--- src/rtl/sor_pkg.sv ---
// Shared types and constants for the segment offset remapper.
// No dependencies; sor_search and the top level import this package.
package sor_pkg;

   localparam int TABLE_DEPTH = 256;
   localparam int POS_W       = 32;
   localparam int IDX_W       = $clog2(TABLE_DEPTH);
   localparam int CNT_W       = $clog2(TABLE_DEPTH + 1);
   localparam int CMD_W       = 2;
   localparam int STAT_W      = 2;

   localparam logic [CMD_W-1:0] CMD_CLEAR  = 2'd0;
   localparam logic [CMD_W-1:0] CMD_APPEND = 2'd1;
   localparam logic [CMD_W-1:0] CMD_XLATE  = 2'd2;

   localparam logic [STAT_W-1:0] STAT_OK     = 2'd0;
   localparam logic [STAT_W-1:0] STAT_DOMAIN = 2'd1;
   localparam logic [STAT_W-1:0] STAT_BAD    = 2'd2;
   localparam logic [STAT_W-1:0] STAT_FULL   = 2'd3;

   typedef struct packed {
      logic [POS_W-1:0] seg_begin;
      logic [POS_W-1:0] seg_end;
      logic [POS_W-1:0] seg_orig;
   } entry_type;

   typedef struct packed {
      logic             en;
      logic [IDX_W-1:0] addr;
   } rd_req_type;

   typedef struct packed {
      logic             start;
      logic [CNT_W-1:0] lo;
      logic [CNT_W-1:0] hi;
      logic             by_begin;
      logic [POS_W-1:0] pos;
   } srch_req_type;

   typedef struct packed {
      logic             done;
      logic [CNT_W-1:0] index;
   } srch_rsp_type;

endpackage

--- src/rtl/sor_search.sv ---
// Binary search unit over the segment table, one probe per cycle.
// Depends on sor_pkg; drives the table RAM read port while busy.
module sor_search (
   input  logic                  clock,
   input  logic                  reset,
   input  sor_pkg::srch_req_type req,
   input  sor_pkg::entry_type    rd_data,
   output sor_pkg::rd_req_type   rd,
   output sor_pkg::srch_rsp_type rsp
);
   import sor_pkg::*;

   logic             busy_ff, busy_in;
   logic             pend_ff, pend_in;
   logic             done_ff, done_in;
   logic [CNT_W-1:0] lo_ff, lo_in;
   logic [CNT_W-1:0] hi_ff, hi_in;
   logic [CNT_W-1:0] mid_ff, mid_in;
   logic [CNT_W-1:0] index_ff, index_in;
   logic             by_begin_ff, by_begin_in;
   logic [POS_W-1:0] pos_ff, pos_in;

   logic [POS_W-1:0] key;
   logic             go_right;
   logic [CNT_W-1:0] lo_step;
   logic [CNT_W-1:0] hi_step;
   logic [CNT_W:0]   mid_sum;

   // With begins the search finds the first entry above pos, with ends the
   // first entry at or above pos. Either result lands in lo when lo meets hi.
   always_comb begin
      key      = by_begin_ff ? rd_data.seg_begin : rd_data.seg_end;
      go_right = by_begin_ff ? (key <= pos_ff) : (key < pos_ff);
      lo_step  = lo_ff;
      hi_step  = hi_ff;
      if (pend_ff) begin
         if (go_right) begin
            lo_step = mid_ff + CNT_W'(1);
         end else begin
            hi_step = mid_ff;
         end
      end
      mid_sum = {1'b0, lo_step} + {1'b0, hi_step};

      busy_in     = busy_ff;
      pend_in     = pend_ff;
      done_in     = 1'b0;
      lo_in       = lo_ff;
      hi_in       = hi_ff;
      mid_in      = mid_ff;
      index_in    = index_ff;
      by_begin_in = by_begin_ff;
      pos_in      = pos_ff;

      if (req.start) begin
         busy_in     = 1'b1;
         pend_in     = 1'b0;
         lo_in       = req.lo;
         hi_in       = req.hi;
         by_begin_in = req.by_begin;
         pos_in      = req.pos;
      end else if (busy_ff) begin
         if (lo_step < hi_step) begin
            lo_in   = lo_step;
            hi_in   = hi_step;
            mid_in  = mid_sum[CNT_W:1];
            pend_in = 1'b1;
         end else begin
            busy_in  = 1'b0;
            pend_in  = 1'b0;
            done_in  = 1'b1;
            index_in = lo_step;
         end
      end

      rd.en   = busy_ff && (lo_step < hi_step);
      rd.addr = mid_sum[IDX_W:1];
   end

   always_ff @(posedge clock) begin
      if (reset) begin
         busy_ff <= 1'b0;
         pend_ff <= 1'b0;
         done_ff <= 1'b0;
      end else begin
         busy_ff <= busy_in;
         pend_ff <= pend_in;
         done_ff <= done_in;
      end
   end

   always_ff @(posedge clock) begin
      lo_ff       <= lo_in;
      hi_ff       <= hi_in;
      mid_ff      <= mid_in;
      index_ff    <= index_in;
      by_begin_ff <= by_begin_in;
      pos_ff      <= pos_in;
   end

   assign rsp.done  = done_ff;
   assign rsp.index = index_ff;

endmodule

--- config.mk ---
export PLATFORM = sky130hd
export DESIGN_NAME = sor_search
export DESIGN_NICKNAME = d
export VERILOG_FILES = /design/src/rtl/sor_pkg.sv /design/src/rtl/sor_search.sv
export SDC_FILE = /design/constraint.sdc
export NUM_CORES = 1
export LEC_CHECK = 0
export ABC_AREA = 1
export ABC_CLOCK_PERIOD_IN_PS = 8500
export BUFFER_PORTS_ARGS = -buffer_cell sky130_fd_sc_hd__buf_4
export CAP_MARGIN = 15
export CORE_UTILIZATION = 50
export CTS_CLUSTER_DIAMETER = 120
export CTS_CLUSTER_SIZE = 28
export DETAILED_ROUTE_END_ITERATION = 12
export GPL_TIMING_DRIVEN = 0
export MAX_ROUTING_LAYER = met4
export PLACE_DENSITY_LB_ADDON = 0.3
export SYNTH_ARGS = -nofsm -noshare
export SYNTH_HDL_FRONTEND = slang
export SYNTH_SLANG_ARGS = --single-unit
--- constraint.sdc ---
create_clock -name clock -period 8.5 [get_ports clock]
set_input_delay 2.125 -clock clock [delete_from_list [all_inputs] [get_ports clock]]
set_output_delay 2.125 -clock clock [all_outputs]
set_load 0.02 [all_outputs]
==> results of run 1 <==
through the flow:
| step | utilization, % | power, W | cell area [um2] | setup slack [ps] |
|---|---|---|---|---|
| 2_1_floorplan | - | 0.000750 | 4780 | 932 |
| 3_3_place_gp | 64.5 | 0.000880 | 5960 | 343 |
| 3_5_place_dp | 64.5 | 0.000896 | 5960 | 193 |
| 4_1_cts | 67.1 | 0.00122 | 6200 | 193 |
| 5_1_grt | 67.2 | 0.00129 | 6210 | 19.2 |
| 6_report | 67.2 | 0.00122 | 6210 | 318 |
repair_timing:
item	in CTS	in global routing
resized for setup	0	3
hold buffers	0	0
endpoints found under the setup margin	0	2
metal layers:
metal	global-route usage (%)	vias to the layer above	part of all wire (%)
met4	9.62	0	2.1
met5	-	-	0
met3	2.53	14	4.2
met1	27.3	1705	42
li1	-	1879	-
met2	39.9	111	51
path summary, 6_finish.rpt:
check                           slack (ps)  cells after the start        start   endpoint
worst max register to register        2880                     22  by_begin_ff  mid_ff[0]
worst min register to register         530                      1      busy_ff    pend_ff
worst min-delay path                   530                      1      busy_ff    pend_ff
worst max-delay path                   320                     22  rd_data[95]      rd[7]
power by group:
group	switching [W]	total (W)	internal (W)
logic	0.000239	0.000440	0.000201
registers	0.0000141	0.000454	0.000439
clock network	0.000133	0.000328	0.000195
total	0.000386	0.00122	0.000836
layout make-up:
cell class | instances | area (um2) | area share (%)
plain buffers | 17 | 103 | 1.65
clock inverters | 7 | 120 | 1.93
clock buffers | 9 | 124 | 1.99
inverters | 68 | 255 | 4.11
flip-flops and latches | 72 | 2130 | 34.3
multi-input cells | 314 | 2300 | 37.0
well taps | 129 | 161 | 2.60
repair buffers | 136 | 1020 | 16.4
worst max-delay path: stages:
cell     delay (ps)
buf_4           110
mux2_2          260
ha_1            300
nand2_1          80
nor2_1          160
nand2_1         140
nor2_4          180
nand4_4         130
nand2_2         130
nand2_2         110
inv_1           170
or2_1           130
o21ai_2          90
fa_1            490
o31ai_2         360
a21oi_1         110
o21ai_1         200
a21oi_1          90
o21ai_0         240
xor2_1          210
buf_4           130
buf_4           120
registers in the layout (all words and copies together) (netlist names):
| register | count |
|---|---|
| pend_ff | 1 |
| pos_ff | 32 |
| mid_ff | 9 |
| index_ff | 9 |
| busy_ff | 1 |
| by_begin_ff | 1 |
| lo_ff | 9 |
| done_ff | 1 |
| hi_ff | 9 |
cells in the final DEF (no fill, tap or decap), types with 2 or more instances in the layout:
cell | Yosys | layout
a21o_1 | 3 | 3
a21oi_1 | 21 | 21
buf_4 | 10 | 146
bufinv_16 | 0 | 3
clkbuf_1 | 6 | 6
clkbuf_8 | 0 | 9
clkinv_4 | 0 | 2
dfxtp_1 | 3 | 3
edfxtp_1 | 69 | 69
ha_1 | 49 | 49
inv_1 | 65 | 65
inv_2 | 2 | 2
mux2_2 | 31 | 31
nand2_1 | 83 | 83
nand2_2 | 11 | 11
nand2_4 | 5 | 5
nand3_1 | 11 | 11
nand3_4 | 2 | 2
nand4_1 | 4 | 4
nor2_1 | 17 | 17
nor2_2 | 2 | 2
nor3_1 | 4 | 3
nor3_2 | 1 | 2
o21ai_0 | 14 | 13
o21ai_1 | 9 | 10
o21ai_2 | 12 | 12
or2_1 | 8 | 8
xnor2_1 | 3 | 3
xor2_1 | 9 | 9
cell families after synthesis:
family / synth area share [%]
flip-flops: 44.6
AO/OA/AOI/OAI: 8.25
buffers and inverters: 7.49
multiplexers: 7.52
adder cells (fa/ha/maj): 13.3
AND/OR/NAND/NOR: 16.6
XOR/XNOR: 2.20
==> results.json, run 1 <==
{
  "yosys-top-cells-area": "edfxtp_1 43%, ha_1 13%, mux2_2 7.3%",
  "initial_core_util_pct": 51.7,
  "arrival_ps": 6060,
  "dp.cells": 736,
  "async_reset_ff_share_pct": 0,
  "setup_tns_ps": 0,
  "post-synth-top-count-cell": "nand2_1",
  "hold_class": "reg2reg",
  "die_w_um": 99.7,
  "drive_gt1_share_pct": 38.2,
  "post_drt_wl_per_cell_um": 14.2,
  "numPortBuffers": 136,
  "clock_sinks": 72,
  "yosysUniqueCellTypes": 43,
  "cts_buffers": 9,
  "rsz0062_at_grt": "no",
  "postCtsSetupRepairBufs": 0,
  "cap_violations": 0,
  "drcViolationCount": 0,
  "wl_mm": 10.7,
  "hold_violations": 0,
  "io-pin-count": 169,
  "synth_nets": 671,
  "ys_ff_latch": 72,
  "syn-mean-instance-area_um2": 10.1,
  "path_class": "in2out",
  "p_leak_nw": 2.96,
  "critPathMaxFanout": 6,
  "synth_area_leader_cell": "edfxtp_1",
  "cp-start-kind": "input pin",
  "fillCellCount": 769,
  "worst_pin_slew_ps": 868,
  "grt_overflow": 0,
  "slew_headroom_pct": 41.9,
  "clock.fmax_mhz": 122,
  "finalCritPeriodShare_pct": 96.3,
  "clk_path_buf_depth": 2,
  "cts.clk_slew.worst_paths_ps": 80,
  "drtAntennaViolNets": 0,
  "synthToLayoutAreaGrowth_pct": 30.1,
  "grtUsageTotal_pct": 23.1,
  "synth_top_area_share_pct": 43.4,
  "grt_pass1_vias": 3752,
  "die_area_mm2": 0.00995,
  "firstDrtPassIters": 4,
  "core_mm2": 0.00924,
  "die_h_um": 99.7,
  "setup_violations": 0,
  "drt_iter0_drc": 124,
  "slew_violations": 0,
  "vias": 3709,
  "grt_start_max_net_pins": 39,
  "cp.required_ps": 6380,
  "finClkSkew_ps": 16.4,
  "outcome": "finished, final reports clean",
  "grt_first_pass_wirelength_mm": 17.2,
  "yosys_most_used_dff": "edfxtp_1",
  "dp_hpwl_mm": 8.63,
  "power.density_mw_per_mm2": 197,
  "row_count": 35,
  "syn_inst": 471,
  "nets": 818,
  "antenna_found_initial": 0,
  "stdcell_count": 752,
  "routabilityCongestion": 0.853,
  "antenna-diode-count": 0,
  "cts_tree": "done",
  "min_period_ps": 8180,
  "ys_seq_area_share_pct": 44.6,
  "synthesis.area_mm2": 0.00478,
  "vias_per_cell": 4.93,
  "vdd_drop_max_mv": 0.147,
  "crit_path_end_kind": "output port",
  "synth-edff-count": 69,
  "holdWs_ps": 529,
  "ys.warnings.count": 0,
  "h-tree-depth": 3,
  "clock_latency_ps": 350,
  "clock-root-buffer": "clkbuf_8",
  "ys_top_cells_by_count": "83 x nand2_1, 69 x edfxtp_1, 65 x inv_1, 49 x ha_1, 31 x mux2_2"
}
Power figures use the tool's default switching activity.
==> run 2, diff against run 1 <==
--- a/config.mk
+++ b/config.mk
@@ -9,13 +9,14 @@
 export ABC_CLOCK_PERIOD_IN_PS = 8500
 export BUFFER_PORTS_ARGS = -buffer_cell sky130_fd_sc_hd__buf_4
 export CAP_MARGIN = 15
-export CORE_UTILIZATION = 50
+export CORE_UTILIZATION = 41
 export CTS_CLUSTER_DIAMETER = 120
 export CTS_CLUSTER_SIZE = 28
 export DETAILED_ROUTE_END_ITERATION = 12
 export GPL_TIMING_DRIVEN = 0
 export MAX_ROUTING_LAYER = met4
 export PLACE_DENSITY_LB_ADDON = 0.3
+export SLEW_MARGIN = 20
 export SYNTH_ARGS = -nofsm -noshare
 export SYNTH_HDL_FRONTEND = slang
 export SYNTH_SLANG_ARGS = --single-unit
==> results.json, run 2 (synthesized netlist as in run 1, its figures left out) <==
{
  "die_w_um": 110,
  "finClkSkew_ps": 7.88,
  "layout_commonest_cell": "buf_4",
  "hold_class": "reg2reg",
  "r2r_setup_slack_ps": 2680,
  "hold_start": "busy_ff",
  "arrival_ps": 6050,
  "core_mm2": 0.0114,
  "die_area_mm2": 0.0121,
  "initial_core_util_pct": 42.0,
  "row_count": 39,
  "setup_violations": 0,
  "drive_gt1_share_pct": 38.5,
  "area.sequential_mm2": 0.00213,
  "final_cell_mix": "152 x buf_4, 83 x nand2_1, 69 x edfxtp_1",
  "worst_pin_slew_ps": 933,
  "setup_tns_ps": 0,
  "rsz0062_at_grt": "no",
  "h-tree-depth": 3,
  "ctsHoldBuffers": 0,
  "nets": 824,
  "drcViolationCount": 0,
  "cp.required_ps": 6380,
  "grt_overflow": 0,
  "wl_mm": 11.4,
  "vias_per_cell": 4.93,
  "slew_violations": 0,
  "vias": 3809,
  "numPortBuffers": 136,
  "die_h_um": 110,
  "vdd_drop_max_mv": 0.244,
  "r2r_end": "mid_ff[0]",
  "antenna-diode-count": 0,
  "cap_violations": 0,
  "hold_violations": 0,
  "antenna_found_initial": 0,
  "drtAntennaViolNets": 0,
  "critPathMaxFanout": 10,
  "grtUsageTotal_pct": 20.2,
  "power.density_mw_per_mm2": 197,
  "cp-start-kind": "input pin",
  "holdWs_ps": 504,
  "path_class": "in2out",
  "firstDrtPassIters": 4,
  "slew_headroom_pct": 37.5,
  "hold_path_depth": 1,
  "grt_start_max_net_pins": 39,
  "dp_hpwl_mm": 8.89,
  "top_register": "pos_ff",
  "multi_input_area_mm2": 0.00231,
  "largest_register_ffs": 32,
  "post_drt_wl_per_cell_um": 14.7,
  "p_leak_nw": 3.00,
  "fin_util_pct": 55.4,
  "grt_first_pass_wirelength_mm": 17.4,
  "reg2reg_from": "by_begin_ff",
  "io-pin-count": 169,
  "fillCellCount": 1042,
  "synthToLayoutAreaGrowth_pct": 31.9,
  "clock_sinks": 72,
  "drt_iter0_drc": 132,
  "clk_path_buf_depth": 2,
  "cts.clk_slew.worst_paths_ps": 50,
  "clock_latency_ps": 340,
  "grt_pass1_vias": 3731,
  "crit_path_end_kind": "output port",
  "clock-root-buffer": "clkbuf_16",
  "reg2reg_depth": 22,
  "outcome": "finished, final reports clean",
  "cts_tree": "done",
  "min_period_ps": 8180,
  "finalCritPeriodShare_pct": 96.2,
  "clock.fmax_mhz": 122,
  "cts_buffers": 9,
  "whs_endpoint": "pend_ff",
  "routabilityCongestion": 0.923
}
run 2: cell types whose count changed in the layout (fill, tap and decap cells not counted), moves of 2 or more:
cell / change
clkinv_2: +3
buf_4: +6
clkbuf_16: +9
clkbuf_8: -9
bufinv_16: -3
clkinv_4: -2
clkbuf_1: +2
run 2: final cells by class:
class	instances	share of cell area, %
timing repair buffer	142	16.9
multi-input combinational	314	36.6
clock buffer	11	3.69
clock inverter	5	0.377
sequential	72	33.8
tap	143	2.84
inverter	68	4.05
buffer	17	1.63
run 2: how the worst max path moves through the flow:
| stage | endpoint | depth (start not counted) | startpoint |
|---|---|---|---|
| finish | rd[7] | 22 | rd_data[87] |
| global route | rd[7] | 22 | rd_data[87] |
| CTS | rd[7] | 26 | rd_data[81] |
| detailed placement | rd[7] | 26 | rd_data[81] |
| global placement | rd[7] | 24 | rd_data[91] |
| floorplan | rd[7] | 24 | rd_data[81] |
run 2: timing repair:
item | in CTS | in global routing
buffers inserted | 0 | 6
resized for setup | 0 | 5
endpoints found under the setup margin | 0 | 2
run 2: stage by stage:
stage               setup slack, ps  power, W  cells  cell area, um2
global placement                106  0.000886    750            5980
floorplan                       932  0.000750    471            4780
global route                   25.0   0.00132    772            6300
detailed placement             66.6  0.000901    750            5980
finish                          324   0.00124    772            6300
CTS                            38.2   0.00124    766            6230
run 2: report_power, final:
| part | internal [W] | leakage, nW | switching, W |
|---|---|---|---|
| clock | 0.000194 | 0.130 | 0.000141 |
| combinational | 0.000206 | 2.18 | 0.000245 |
| sequential | 0.000440 | 0.693 | 0.0000150 |
| total | 0.000841 | 3.00 | 0.000400 |
run 2: routing by layer:
metal,GRT usage [%],vias up,share of wire [%]
met5,-,-,0
met4,8.76,0,2.0
met3,3.50,17,6.5
met2,35.5,124,50
met1,22.4,1767,41
li1,-,1901,-
run 2: worst max-delay path, stage by stage:
cell	delay, ps
buf_4	100
mux2_2	270
ha_1	320
nand2_1	80
nor2_2	160
nand4_2	120
nor2_4	150
nand4_4	120
nand2_2	120
nand2_2	140
buf_4	220
o21ai_0	250
ha_1	320
buf_4	160
o31ai_4	260
a21oi_1	120
o21ai_2	190
a21oi_1	100
o21ai_0	200
xor2_1	230
buf_4	140
buf_4	120
